$ cat src/sv/audio_sample_ring_fifo_top_defines.svh
`ifndef AUDIO_SAMPLE_RING_FIFO_TOP_DEFINES_SVH
`define AUDIO_SAMPLE_RING_FIFO_TOP_DEFINES_SVH

// Same-cycle implication, sampled on clk, off while arst_n is low
`define ASRF_ASSERT_IMP(lbl, ante, cons, msg) \
lbl: assert property (@(posedge clk) disable iff (!arst_n) (ante) |-> (cons)) else $error(msg);

// Next-cycle implication, sampled on clk, off while arst_n is low
`define ASRF_ASSERT_NXT(lbl, ante, cons, msg) \
lbl: assert property (@(posedge clk) disable iff (!arst_n) (ante) |=> (cons)) else $error(msg);

`endif

$ cat src/sv/asrf_pkg.sv
package asrf_pkg;

	// Field widths
	localparam int SAMPLE_W   = 16;
	localparam int CMD_W      = 3;
	localparam int READ_W     = 7;
	localparam int CH_W       = 4;
	localparam int CAP_W      = 13;
	localparam int GAIN_W     = 15;
	localparam int FILL_W     = 13;
	localparam int STATUS_W   = 2;
	localparam int CFG_IDX_W  = 2;
	localparam int CFG_DATA_W = 15;

	// Limits
	localparam int MAX_CHANNELS = 8;
	localparam int MAX_READ     = 64;
	localparam int DEPTH_DEF    = 4096;
	localparam int CH_IDX_W     = $clog2(MAX_CHANNELS);
	localparam int QDEPTH       = 2;
	localparam int QPTR_W       = $clog2(QDEPTH);

	// Gain arithmetic: unsigned Q1.14
	localparam int GAIN_FRAC = 14;
	localparam int PROD_W    = SAMPLE_W + GAIN_W + 1;
	localparam int SCL_W     = PROD_W + 1 - GAIN_FRAC;

	// Register indexes
	localparam logic [CFG_IDX_W-1:0] CFG_CHANNEL_COUNT = 2'd0;
	localparam logic [CFG_IDX_W-1:0] CFG_CAPACITY      = 2'd1;
	localparam logic [CFG_IDX_W-1:0] CFG_GAIN          = 2'd2;

	// Register reset values
	localparam logic [CH_W-1:0]   RST_CHANNEL_COUNT = 4'd2;
	localparam logic [CAP_W-1:0]  RST_CAPACITY      = 13'd4096;
	localparam logic [GAIN_W-1:0] RST_GAIN          = 15'd16384;

	// Command codes
	localparam logic [CMD_W-1:0] CMD_WRITE   = 3'd0;
	localparam logic [CMD_W-1:0] CMD_READ    = 3'd1;
	localparam logic [CMD_W-1:0] CMD_FLUSH   = 3'd2;
	localparam logic [CMD_W-1:0] CMD_STOP    = 3'd3;
	localparam logic [CMD_W-1:0] CMD_RESTART = 3'd4;

	// Status codes
	localparam logic [STATUS_W-1:0] ST_OK      = 2'd0;
	localparam logic [STATUS_W-1:0] ST_DROP    = 2'd1;
	localparam logic [STATUS_W-1:0] ST_STOPPED = 2'd2;

	typedef enum logic [2:0] {
		OP_WRITE,
		OP_READ,
		OP_FLUSH,
		OP_STOP,
		OP_RESTART,
		OP_NOP
	} op_t;

	typedef struct packed {
		op_t                                     op;
		logic [MAX_CHANNELS-1:0][SAMPLE_W-1:0]   smp;
		logic [READ_W-1:0]                       n;
	} item_t;

	typedef struct packed {
		logic [CH_W-1:0]   channel_count;
		logic [CAP_W-1:0]  capacity;
		logic [GAIN_W-1:0] gain;
	} cfg_t;

	// Round half up, divide by unity gain, saturate to the sample range
	function automatic logic [SAMPLE_W-1:0] scale_sat(input logic signed [PROD_W-1:0] p);
		logic signed [PROD_W:0] t;
		logic [SCL_W-1:0]       q;
		logic [SCL_W-SAMPLE_W:0] top;
		t = {p[PROD_W-1], p} + (PROD_W+1)'(1 << (GAIN_FRAC - 1));
		q = t[PROD_W:GAIN_FRAC];
		top = q[SCL_W-1:SAMPLE_W-1];
		if (top == '0 || top == '1) begin
			scale_sat = q[SAMPLE_W-1:0];
		end else if (q[SCL_W-1]) begin
			scale_sat = {1'b1, {(SAMPLE_W-1){1'b0}}};
		end else begin
			scale_sat = {1'b0, {(SAMPLE_W-1){1'b1}}};
		end
	endfunction

endpackage

$ cat src/sv/asrf_if.sv
interface asrf_req_if;
	logic                                valid;
	logic                                ready;
	logic [asrf_pkg::CMD_W-1:0]          command;
	logic signed [asrf_pkg::SAMPLE_W-1:0] sample_0;
	logic signed [asrf_pkg::SAMPLE_W-1:0] sample_1;
	logic signed [asrf_pkg::SAMPLE_W-1:0] sample_2;
	logic signed [asrf_pkg::SAMPLE_W-1:0] sample_3;
	logic signed [asrf_pkg::SAMPLE_W-1:0] sample_4;
	logic signed [asrf_pkg::SAMPLE_W-1:0] sample_5;
	logic signed [asrf_pkg::SAMPLE_W-1:0] sample_6;
	logic signed [asrf_pkg::SAMPLE_W-1:0] sample_7;
	logic [asrf_pkg::READ_W-1:0]         read_count;

	modport source(output valid, command, sample_0, sample_1, sample_2, sample_3,
		sample_4, sample_5, sample_6, sample_7, read_count, input ready);
	modport sink(input valid, command, sample_0, sample_1, sample_2, sample_3,
		sample_4, sample_5, sample_6, sample_7, read_count, output ready);
endinterface


$ cat src/sv/asrf_front.sv
module asrf_front (
	input  logic                clk,
	input  logic                arst_n,
	asrf_req_if.sink            req,
	output logic                q_valid,
	input  logic                q_ready,
	output asrf_pkg::item_t     q_item
);

	asrf_pkg::item_t                    entry_q [asrf_pkg::QDEPTH];
	asrf_pkg::item_t                    cls;
	logic [asrf_pkg::QPTR_W-1:0]        wr_ptr_q;
	logic [asrf_pkg::QPTR_W-1:0]        rd_ptr_q;
	logic [asrf_pkg::QPTR_W:0]          cnt_q;
	logic                               push;
	logic                               pop;

	// Decode the command and clamp the read length
	always_comb begin
		case (req.command)
			asrf_pkg::CMD_WRITE:   cls.op = asrf_pkg::OP_WRITE;
			asrf_pkg::CMD_READ:    cls.op = asrf_pkg::OP_READ;
			asrf_pkg::CMD_FLUSH:   cls.op = asrf_pkg::OP_FLUSH;
			asrf_pkg::CMD_STOP:    cls.op = asrf_pkg::OP_STOP;
			asrf_pkg::CMD_RESTART: cls.op = asrf_pkg::OP_RESTART;
			default:               cls.op = asrf_pkg::OP_NOP;
		endcase
		cls.smp[0] = req.sample_0;
		cls.smp[1] = req.sample_1;
		cls.smp[2] = req.sample_2;
		cls.smp[3] = req.sample_3;
		cls.smp[4] = req.sample_4;
		cls.smp[5] = req.sample_5;
		cls.smp[6] = req.sample_6;
		cls.smp[7] = req.sample_7;
		if (req.read_count == '0) begin
			cls.n = asrf_pkg::READ_W'(1);
		end else if (req.read_count > asrf_pkg::READ_W'(asrf_pkg::MAX_READ)) begin
			cls.n = asrf_pkg::READ_W'(asrf_pkg::MAX_READ);
		end else begin
			cls.n = req.read_count;
		end
	end

	assign req.ready = (cnt_q != (asrf_pkg::QPTR_W+1)'(asrf_pkg::QDEPTH));
	assign push      = req.valid && req.ready;
	assign q_valid   = (cnt_q != '0);
	assign pop       = q_valid && q_ready;
	assign q_item    = entry_q[rd_ptr_q];

	// Advance queue pointers and occupancy
	always_ff @(posedge clk or negedge arst_n) begin
		if (!arst_n) begin
			wr_ptr_q <= '0;
			rd_ptr_q <= '0;
			cnt_q    <= '0;
		end else begin
			if (push) wr_ptr_q <= wr_ptr_q + 1'b1;
			if (pop)  rd_ptr_q <= rd_ptr_q + 1'b1;
			if (push && !pop) begin
				cnt_q <= cnt_q + 1'b1;
			end else if (pop && !push) begin
				cnt_q <= cnt_q - 1'b1;
			end
		end
	end

	// Hold classified beats
	always_ff @(posedge clk) begin
		if (push) entry_q[wr_ptr_q] <= cls;
	end

endmodule

$ cat src/flat_wrapper.sv
// flat-port wrapper written by rule: the top's interface ports become plain ports
module asrf_front_flat 
  (clk, arst_n, q_valid, q_ready, q_item, req_valid, req_command, req_sample_0, req_sample_1, req_sample_2, req_sample_3, req_sample_4, req_sample_5, req_sample_6, req_sample_7, req_read_count, req_ready);
  asrf_req_if req_i ();
  input  logic clk;
  input  logic arst_n;
  output logic q_valid;
  input  logic q_ready;
  output asrf_pkg::item_t q_item;
  input wire logic [$bits(req_i.valid)-1:0] req_valid;
  input wire logic [$bits(req_i.command)-1:0] req_command;
  input wire logic [$bits(req_i.sample_0)-1:0] req_sample_0;
  input wire logic [$bits(req_i.sample_1)-1:0] req_sample_1;
  input wire logic [$bits(req_i.sample_2)-1:0] req_sample_2;
  input wire logic [$bits(req_i.sample_3)-1:0] req_sample_3;
  input wire logic [$bits(req_i.sample_4)-1:0] req_sample_4;
  input wire logic [$bits(req_i.sample_5)-1:0] req_sample_5;
  input wire logic [$bits(req_i.sample_6)-1:0] req_sample_6;
  input wire logic [$bits(req_i.sample_7)-1:0] req_sample_7;
  input wire logic [$bits(req_i.read_count)-1:0] req_read_count;
  output wire logic [$bits(req_i.ready)-1:0] req_ready;
  assign req_i.valid = req_valid;
  assign req_i.command = req_command;
  assign req_i.sample_0 = req_sample_0;
  assign req_i.sample_1 = req_sample_1;
  assign req_i.sample_2 = req_sample_2;
  assign req_i.sample_3 = req_sample_3;
  assign req_i.sample_4 = req_sample_4;
  assign req_i.sample_5 = req_sample_5;
  assign req_i.sample_6 = req_sample_6;
  assign req_i.sample_7 = req_sample_7;
  assign req_i.read_count = req_read_count;
  assign req_ready = req_i.ready;
  asrf_front u_core (.clk(clk), .arst_n(arst_n), .req(req_i), .q_valid(q_valid), .q_ready(q_ready), .q_item(q_item));
endmodule
$ cat config.mk
export PLATFORM = sky130hd
export DESIGN_NAME = asrf_front_flat
export DESIGN_NICKNAME = d
export VERILOG_FILES = /design/src/sv/audio_sample_ring_fifo_top_defines.svh /design/src/sv/asrf_pkg.sv /design/src/sv/asrf_if.sv /design/src/sv/asrf_front.sv /design/src/flat_wrapper.sv
export SDC_FILE = /design/constraint.sdc
export NUM_CORES = 1
export LEC_CHECK = 0
export BUFFER_PORTS_ARGS = -buffer_cell sky130_fd_sc_hd__buf_4
export CAP_MARGIN = 5
export CORE_MARGIN = 2
export CORE_UTILIZATION = 30
export CTS_CLUSTER_DIAMETER = 150
export DETAILED_ROUTE_END_ITERATION = 6
export PLACE_DENSITY = 0.61
export REMOVE_ABC_BUFFERS = 1
export SLEW_MARGIN = 10
export SYNTH_ARGS = -nofsm -noshare
export SYNTH_HDL_FRONTEND = slang
export SYNTH_SLANG_ARGS = --single-unit
$ cat constraint.sdc
create_clock -name clk -period 8.21 [get_ports clk]
set_input_delay 1.642 -clock clk [delete_from_list [all_inputs] [get_ports clk]]
set_output_delay 1.642 -clock clk [all_outputs]
set_load 0.01 [all_outputs]
After elaboration in Yosys (flattened, before gate mapping)

Memory sizes are Yosys's and may differ from the RTL's.
Index checks and enable logic that the tools add are counted.

Reduce and logical (&&, ||, !) cells: 10
Add/sub/neg operators: 4
Eq/ne operators: 5
$lt $le $gt $ge: 1
Muxes and demuxes: 7

Operator list:

| operator                                                           | count |
|---|---|
| 3-bit one-hot mux with 5 select lines                              | 1 |
| 7-bit two-way mux                                                  | 2 |
| 7-bit greater-than comparator, second input constant               | 1 |
| 7-bit logical NOT                                                  | 1 |
| 3-bit by 2-bit == test with 1-bit output, second input constant    | 2 |
| 1-bit logical AND                                                  | 4 |
| 2-bit two-way mux                                                  | 2 |
| 2-bit nonzero test                                                 | 2 |
| 3-bit by 1-bit == test with 1-bit output, second input constant    | 1 |
| 3-bit == test, second input constant                               | 1 |
| 3-bit logical NOT                                                  | 1 |
| 1-bit adder, second input constant                                 | 2 |
| 2-bit by 1-bit adder with 2-bit output, second input constant      | 1 |
| 1-bit logical NOT                                                  | 2 |
| 1-bit two-way mux                                                  | 2 |
| 2-bit != test, second input constant                               | 1 |
| 2-bit by 1-bit subtractor with 2-bit output, second input constant | 1 |

Bits of input ports: 142
RAM bits: 276
Memories kept: 1
Register bits: 4
Output and inout port bits: 140

Memory list:

| name           | depth | bits a word | read ports | clocked after memory_dff | wr ports | RTL line         | text |
|---|---|---|---|---|---|---|---|
| u_core.entry_q | 2     | 138         | 1          | 0                        | 1        | asrf_front.sv:10 | `asrf_pkg::item_t entry_q [asrf_pkg::QDEPTH];` |

Longest topological paths before layout

Gate-level depths: netlist of run 1.

Word-level depth: 6
Gate-level depth with buffers: 7

Worst setup path after synthesis of run 1

Ideal clock, no wire load.

Kind: input to register
From: input port req_valid
To: memory u_core.entry_q[0][0] in the netlist's numbering, enable pin
Slack: 0.108 ns
Arrival: 7.465 ns
Stages on the path: 2
Data required time: 7.573 ns
Cell sequence: nand2_1 nor2_1

Cells in the longest elaborated chain, start to end: 3

Ends and longest elaborated chain:

| what                                    | RTL line           | text |
|---|---|---|
| start, declared                         | flat_wrapper.sv:10 | `input wire logic [$bits(req_i.valid)-1:0] req_valid;` |
| 1-bit logical AND                       | asrf_front.sv:46   | `assign push = req.valid && req.ready;` |
| 1-bit two-way mux                       | asrf_front.sv:70   | `if (push) entry_q[wr_ptr_q] <= cls;` |
| 1-bit two-way mux (not written as such) | asrf_front.sv:70   |  |
| end, declared                           | asrf_front.sv:10   |  |

No other way between the ends.

==> results of run 1 <==
cells in the final DEF (no fill, tap or decap), drive strengths merged:
cell      synthesis  routed
ha                1       1
inv               1       3
clkinv            0      14
a21oi             1       1
nor3              1       1
dfrtp             4       4
nand2b            1       1
clkinvlp          0       1
xor2              2       2
xnor2             3       3
nor2b             6       6
mux2            138     138
bufinv            0       3
nand2             2       2
clkbuf            2      35
a21o              1       1
edfxtp          276     276
buf              15     285
diode             0       1
nor2              4       4
and3              1       1
or2               1       1
registers in the layout, indices dropped and copies added, names as in the netlist:
signal	cells
u_core.rd_ptr_q	1
u_core.cnt_q	2
u_core.entry_q	276
u_core.wr_ptr_q	1
through the flow:
| step | hold WS [ns] | setup slack [ns] | instances |
|---|---|---|---|
| floorplan | 0.456 | 0.108 | 443 |
| global placement | 0.491 | 3.88 | 1176 |
| detailed placement | 0.491 | 3.87 | 1176 |
| CTS | 0.505 | 3.26 | 1231 |
| global route | 0.517 | 3.19 | 1232 |
| finish | 0.495 | 3.39 | 1232 |
path summary, 6_finish.rpt:
kind,start,to,slack [ns],cells past startpoint
max,u_core.rd_ptr_q,q_item[124],3.39,3
min,u_core.cnt_q[1],u_core.cnt_q[1],0.50,1
max reg2reg,u_core.cnt_q[0],u_core.entry_q[1][64],5.36,3
min reg2reg,u_core.cnt_q[1],u_core.cnt_q[1],0.50,1
max in group asynchronous,arst_n,u_core.rd_ptr_q,7.22,1
min in group asynchronous,arst_n,u_core.rd_ptr_q,0.88,1
cell type report:
class | count | area, um2 | share of cell area [%]
Antenna cell | 1 | 2.50 | 0.0182
Clock buffer | 35 | 791 | 5.74
Clock inverter | 20 | 178 | 1.29
Inverter | 1 | 3.75 | 0.0272
Multi-Input combinational cell | 162 | 1720 | 12.5
Sequential cell | 280 | 8390 | 60.9
Tap cell | 448 | 561 | 4.07
Timing Repair Buffer | 285 | 2140 | 15.5
cell families (layout without fill, tap and decap cells):
kind of cell             count (synthesis)  count (layout)
other                                    0               1
AND/OR/NAND/NOR                         16              16
buffers and inverters                   18             341
XOR/XNOR                                 5               5
multiplexers                           138             138
AO/OA/AOI/OAI                            2               2
flip-flops                             280             280
adder cells (fa/ha/maj)                  1               1
layer usage:
| metal | share of wire [%] | wire length [um] |
|---|---|---|
| met2 | 47 | 9830 |
| met3 | 9.2 | 1950 |
| met4 | 2.6 | 553 |
| met5 | 0 | 0 |
| met1 | 42 | 8790 |
critical path, stage by stage (launching register included):
cell and delay, ns:
dfrtp_4 1.19, buf_4 0.75, mux2_2 0.43, buf_4 0.15
power by group through the flow:
stage	registers [uW]	clock network, uW	logic, uW
5_1_grt	2150	1410	1550
3_5_place_dp	2150	0	1470
6_report	2110	1310	1440
4_1_cts	2120	1360	1480
3_3_place_gp	2140	0	1470
2_1_floorplan	2180	0	772
==> flow_metrics.tcl, run 1 <==
set metrics [dict create \
    use_met3_pct 4.50 \
    synth_seq_cells 280 \
    place_area_um2 12800 \
    fin_area_um2 13800 \
    hpwl_um 13500 \
    fin_crit_sh_pct 58.8 \
    startpoint_type "flip-flop" \
    setup_viol 0 \
    gp_congestion 0.710 \
    sw_frac_of_total_pct 28.0 \
    viasPerCell 4.23 \
    syn_area_um2 10300 \
    routed_wirelength_um 21100 \
    cts_root_buf "clkbuf_16" \
    synthAdderAreaFrac_pct 0.122 \
    syn2layout_area_growth_pct 34.4 \
    synth_largest_area_cell "edfxtp_1" \
    die_width_um 189 \
    grt_pass1_wl_um 31600 \
    cts_buffers 30 \
    synth-xor-area-share_pct 0.427 \
    hold_buffers 0 \
    numPortBuffers 281 \
    cp_max_fo 83 \
    synth_mux_area_share_pct 15.2 \
    power_uw 4860 \
    dieHeight_um 189 \
    finalHoldViolCount 0 \
    final_nets 903 \
    rsz0062_at_grt "false" \
    use_met2_pct 18.0 \
    overflow 0 \
    clk_latency_ns 0.54 \
    drc 0 \
    synthFlopType "edfxtp_1" \
    synth_area_leaders "edfxtp_1 81%, mux2_2 15%, buf_6 1.2%" \
    path_clk_slew_ns 0.06 \
    synth_common_cells "276 x edfxtp_1, 138 x mux2_2, 11 x buf_6" \
    cts_tree "yes" \
    p_leak_uw 0.00507 \
    yosysMostFrequentCell "edfxtp_1" \
    status "completed" \
    nFillCells 3011 \
    top_usage_layer "met2" \
    crit_arrival_ns 3.18 \
    drive_gt1_share_pct 59.9 \
    clockBufferDepth 3 \
    cts_resized 0 \
    synth-simple-area-share_pct 0.817 \
    ir_drop_mv 0.215 \
    synth-edff-count 276 \
    final_util_pct 41.0 \
    synth_top_family_by_area "multiplexers" \
    core_area_um2 33600 \
    synth.yosys.seq_area_share_pct 81.8 \
    initial_utilization_pct 30.5 \
    fin_skew_ns 0.0124 \
    grtUsageTotal_pct 11.4 \
    async_flop_share_pct 1.43 \
    grt_pass1_vias 5538 \
    slew_viol_final 0 \
    p_int_uw 3500 \
    die_area_um2 35700 \
    required_ns 6.57 \
    fp-row-count 67 \
    comb_power_share_pct 29.6 \
    slew_headroom_pct 18.7 \
    dr.first_iter.drc_count 206 \
    cts.sinks 280 \
    tightest_slew_ns 1.22 \
    end_kind "output port" \
    htree_levels 1 \
    avgSynthCellArea_um2 22.3 \
    pin_count 282 \
    seqPwrFrac_pct 43.4 \
    drv_cap 0 \
    powerDensity_nw_per_um2 352 \
    p_switching_uw 1360 \
    pwr-share-clk_pct 27.0 \
    timing.fmax_mhz 207 \
    synth_warnings 0 \
    avgRoutedWirePerCell_um 17.1 \
    synth_cell_types 20 \
    grt_max_degree 84 \
    drt_first_pass_iters 4 \
    post-route-min-period_ns 4.82 \
    holdCritPathClass "flip-flop to flip-flop" \
    met1_usage_pct 14.4 \
    vias 5210 \
    postRouteAntennaNets 0 \
    antenna_found_initial 1 \
    setup_tns_ns 0 \
    synth_compound_area_share_pct 0.122 \
    postCtsSetupBuffers 0 \
    syn_inst 460 \
    post-synth-top-area-fraction_pct 80.8 \
    crit_type "flip-flop to output port" \
]
No activity file was read; power rests on OpenSTA's default activity.
==> inputs of run 2 (changes only) <==
==> constraint.sdc (replaced) <==
create_clock -name clk -period 4.95 [get_ports clk]
set_input_delay 0.99 -clock clk [delete_from_list [all_inputs] [get_ports clk]]
set_output_delay 0.99 -clock clk [all_outputs]
set_load 0.01 [all_outputs]
==> flow_metrics.tcl, run 2 (synthesis gave the netlist of run 1 again) <==
set metrics [dict create \
    status "completed" \
    cts_resized 0 \
    p_leak_uw 0.00511 \
    place_ws_ns 1.94 \
    regMostFlops "u_core.entry_q" \
    finalHoldViolCount 0 \
    cts_tree "yes" \
    final_cell_mix "284 x buf_4, 276 x edfxtp_1, 138 x mux2_2, 31 x clkbuf_16, 11 x clkbuf_1" \
    core_area_um2 33600 \
    final.setup.worst_slack_ns 1.43 \
    drive_gt1_share_pct 59.8 \
    startpoint_type "flip-flop" \
    stdcell_count 1235 \
    overflow 0 \
    fin_crit_sh_pct 71.0 \
    setup_viol 0 \
    cp_max_fo 56 \
    initial_utilization_pct 30.5 \
    drv_cap 0 \
    postRouteAntennaNets 0 \
    gp_congestion 0.745 \
    ir_drop_mv 0.365 \
    cpMaxStageDelayCell "dfrtp_4" \
    pin_count 282 \
    avgRoutedWirePerCell_um 17.5 \
    routed_wirelength_um 21600 \
    antennaDiodeCount 0 \
    fin_skew_ns 0.0105 \
    max_stage_delay_ns 0.99 \
    rsz0062_at_grt "false" \
    holdCritPathClass "input port to asynchronous set/reset pin" \
    slew_viol_final 0 \
    dr.first_iter.drc_count 287 \
    die_width_um 189 \
    top_regs "u_core.entry_q (276), u_core.cnt_q (2)" \
    postCtsSetupBuffers 0 \
    cts.sinks 280 \
    drt_first_pass_iters 4 \
    htree_levels 1 \
    placedCellCount 1179 \
    layout_commonest_cell "buf_4" \
    vias 5256 \
    grt_pass1_wl_um 32100 \
    powerDensity_nw_per_um2 588 \
    cts_root_buf "clkbuf_16" \
    end_kind "output port" \
    final_nets 906 \
    crit_arrival_ns 2.53 \
    path_clk_slew_ns 0.06 \
    fp-row-count 67 \
    clockBufferDepth 3 \
    grt_max_degree 69 \
    required_ns 3.96 \
    numPortBuffers 281 \
    tightest_slew_ns 0.848 \
    antenna_found_initial 0 \
    grt_pass1_vias 5699 \
    hold-worst-slack_ns 0.225 \
    die_area_um2 35700 \
    cp_cell_sequence "buf_4 -> mux2_2 -> buf_4" \
    cts_buffers 30 \
    slew_headroom_pct 43.4 \
    grtUsageTotal_pct 11.6 \
    clk_latency_ns 0.55 \
    crit_type "flip-flop to output port" \
    hpwl_um 14000 \
    viasPerCell 4.26 \
    largest_reg_flops 276 \
    drc 0 \
    dieHeight_um 189 \
    timing.fmax_mhz 284 \
    hold_buffers 0 \
    cp_common_cell "buf_4" \
    syn2layout_area_growth_pct 35.3 \
    post-route-min-period_ns 3.52 \
]
run 2: changes by cell type in the layout (fill, tap and decap cells not counted):
cell | previous run | this run
clkinv_2 | 4 | 3
buf_4 | 285 | 284
bufinv_16 | 3 | 4
clkbuf_1 | 4 | 11
diode_2 | 1 | 0
clkinv_1 | 9 | 4
buf_12 | 0 | 4
inv_6 | 2 | 1
run 2: final cells by class:
class                   instances  area (um2)
multi-input cells             162        1720
flip-flops and latches        280        8390
fillers                      3075       19700
repair buffers                288        2210
well taps                     448         561
clock buffers                  42         817
clock inverters                14         175
inverters                       1        3.75
run 2: power by group:
part	switching, uW	internal (uW)
clock network	881	1360
logic	1180	1290
registers	214	3240
run 2: worst max-delay path, delay by kind of cell, from the launching register on:
kind,cells,cell delay [ns]
DFF,1,0.99
muxes,1,0.39
buffers and inverters,2,0.59
run 2: through the flow:
step | utilization (%) | power, uW | TNS (ns) | area [um2]
after floorplan | - | 4900 | -344.96 | 10100
after global placement | 38.3 | 6010 | 0 | 12900
after detailed placement | 38.3 | 6040 | 0 | 12900
after CTS | 41.3 | 8320 | 0 | 13900
after global routing | 41.3 | 8580 | 0 | 13900
final | 41.3 | 8160 | 0 | 13900
run 2: routing by layer:
metal	GRT usage [%]	share of wire [%]	vias to the layer above
met5	0	0	-
met2	18.8	46	213
met1	14.5	41	2582
li1	-	-	2423
met4	3.58	3.1	0
met3	4.32	9.1	38
run 2: final timing paths:
path                                 start                     to  slack (ns)  cells after the start
min reg2reg                u_core.cnt_q[1]        u_core.cnt_q[1]        0.51                      1
max                        u_core.rd_ptr_q             q_item[70]        1.43                      3
max in group asynchronous           arst_n        u_core.rd_ptr_q        4.60                      1
max reg2reg                u_core.cnt_q[0]  u_core.entry_q[1][61]        2.86                      3
min                                 arst_n        u_core.cnt_q[1]        0.22                      1
min in group clk           u_core.cnt_q[1]        u_core.cnt_q[1]        0.51                      1
==> inputs of run 3 (changes only) <==
--- a/config.mk
+++ b/config.mk
@@ -11,7 +11,7 @@
 export CORE_UTILIZATION = 30
 export CTS_CLUSTER_DIAMETER = 150
 export DETAILED_ROUTE_END_ITERATION = 6
-export PLACE_DENSITY = 0.61
+export PLACE_DENSITY = 0.62
 export REMOVE_ABC_BUFFERS = 1
 export SLEW_MARGIN = 10
 export SYNTH_ARGS = -nofsm -noshare
==> constraint.sdc (replaced) <==
create_clock -name clk -period 2.87 [get_ports clk]
set_input_delay 0.574 -clock clk [delete_from_list [all_inputs] [get_ports clk]]
set_output_delay 0.574 -clock clk [all_outputs]
set_load 0.01 [all_outputs]
==> flow_metrics.tcl, run 3 (synthesis gave the netlist of run 1 again) <==
set metrics [dict create \
    status "completed" \
    holdCritPathClass "input port to flip-flop" \
    dr.first_iter.drc_count 216 \
    ir_drop_mv 0.538 \
    slew_headroom_pct 67.9 \
    routed_wirelength_um 20900 \
    grt_pass1_vias 5535 \
    pin_count 282 \
    startpoint "u_core.rd_ptr_q" \
    die_area_um2 35700 \
    tightest_slew_ns 0.482 \
    hold-path-cell-count 1 \
    path_clk_slew_ns 0.06 \
    crit_arrival_ns 2.09 \
    initial_utilization_pct 30.5 \
    r2r_cells 3 \
    final_nets 907 \
    avgRoutedWirePerCell_um 17.0 \
    post-route-min-period_ns 2.67 \
    slew_viol_final 0 \
    rr_endpoint "u_core.entry_q[1][54]" \
    hpwl_um 13800 \
    vias 5235 \
    rrSetupSlack_ns 1.00 \
    required_ns 2.30 \
    fin_skew_ns 0.0204 \
    timing.rr.start "u_core.cnt_q[0]" \
    setup_viol 0 \
    gp_congestion 0.729 \
    cts_root_buf "clkbuf_16" \
    stdcell_count 1231 \
    top_regs "u_core.entry_q (276), u_core.cnt_q (2)" \
    drv_cap 0 \
    clk_latency_ns 0.55 \
    place_area_um2 12900 \
    cts_resized 0 \
    largest_reg_flops 276 \
    drc 0 \
    end_kind "output port" \
    final_util_pct 41.1 \
    grt_pass1_wl_um 31200 \
    drt_first_pass_iters 4 \
    clockBufferDepth 3 \
    rsz0062_at_grt "false" \
    viasPerCell 4.25 \
    antenna_found_initial 1 \
    core_area_um2 33600 \
    antennaDiodeCount 0 \
    overflow 0 \
    grtUsageTotal_pct 11.2 \
    p_leak_uw 0.00507 \
    postRouteAntennaNets 0 \
    syn2layout_area_growth_pct 34.7 \
    setup_tns_ns 0 \
    startpoint_type "flip-flop" \
    numPortBuffers 281 \
    crit_type "flip-flop to output port" \
    dieHeight_um 189 \
    fin_area_um2 13800 \
    cts.sinks 280 \
    regMostFlops "u_core.entry_q" \
    timing.fmax_mhz 375 \
    cts_tree "yes" \
    fin_crit_sh_pct 92.9 \
    nFillCells 3048 \
    fp-row-count 67 \
    powerDensity_nw_per_um2 998 \
    cts_buffers 29 \
    hold-worst-slack_ns 0.210 \
    drive_gt1_share_pct 59.4 \
    final_cell_mix "283 x buf_4, 276 x edfxtp_1, 138 x mux2_2, 29 x clkbuf_16, 9 x clkinv_1" \
    finalHoldViolCount 0 \
    cp_max_fo 51 \
    grt_max_degree 71 \
    placedCellCount 1180 \
    postCtsSetupBuffers 0 \
    die_width_um 189 \
    endpoint "q_item[10]" \
    htree_levels 1 \
    layout_commonest_cell "buf_4" \
]
run 3: cell count changes in the layout (fill, tap and decap cells not counted), sizes merged:
cell	delta
dlygate4sd3	+1
inv	-1
clkbuf	-6
clkinv	+2
bufinv	-1
buf	+1
run 3: routing by layer:
metal | up-vias | GRT usage (%) | wire, um
met5 | - | 0 | 12
met4 | 2 | 3.76 | 545
met3 | 38 | 4.71 | 2130
met2 | 219 | 18.0 | 9680
met1 | 2548 | 13.6 | 8500
li1 | 2428 | - | -
run 3: layout make-up:
class                           instances  area, um2  area share, %
Sequential cell                       280       8390           60.7
Timing Repair Buffer                  290       2250           16.3
Multi-Input combinational cell        162       1720           12.4
Clock buffer                           36        752           5.44
Tap cell                              448        561           4.06
Clock inverter                         14        136          0.987
Inverter                                1       3.75         0.0272
run 3: repair_timing:
item,4_1_cts,5_1_grt
hold buffers,1,0
hold endpoints to repair,4,0
setup endpoints to repair,0,0
run 3: worst min path at each step:
stage                          from               endpoint  slack, ns
finish              req_sample_2[8]  u_core.entry_q[0][47]       0.21
detailed placement           arst_n        u_core.cnt_q[1]       0.38
CTS                 req_sample_3[4]  u_core.entry_q[1][59]       0.18
floorplan                    arst_n        u_core.cnt_q[0]       0.28
global placement             arst_n        u_core.cnt_q[1]       0.38
global route        req_sample_3[4]  u_core.entry_q[0][59]       0.17
run 3: where the power goes:
group | switching [uW] | leakage, uW | internal, uW
registers | 252 | 0.00261 | 5590
clock network | 1450 | 0.000426 | 2100
logic | 2130 | 0.00203 | 2270
total | 3840 | 0.00507 | 9960
run 3: worst max-delay path: stages, from the launching register on:
cell and delay [ns]:
dfrtp_4 0.64, buf_12 0.34, mux2_2 0.40, buf_4 0.15
run 3: metrics by stage:
step	total power [uW]	setup WS, ns
floorplan	8290	-4.20
global placement	10400	0.724
detailed placement	10400	0.710
CTS	14000	0.133
global route	14500	0.106
finish	13800	0.204
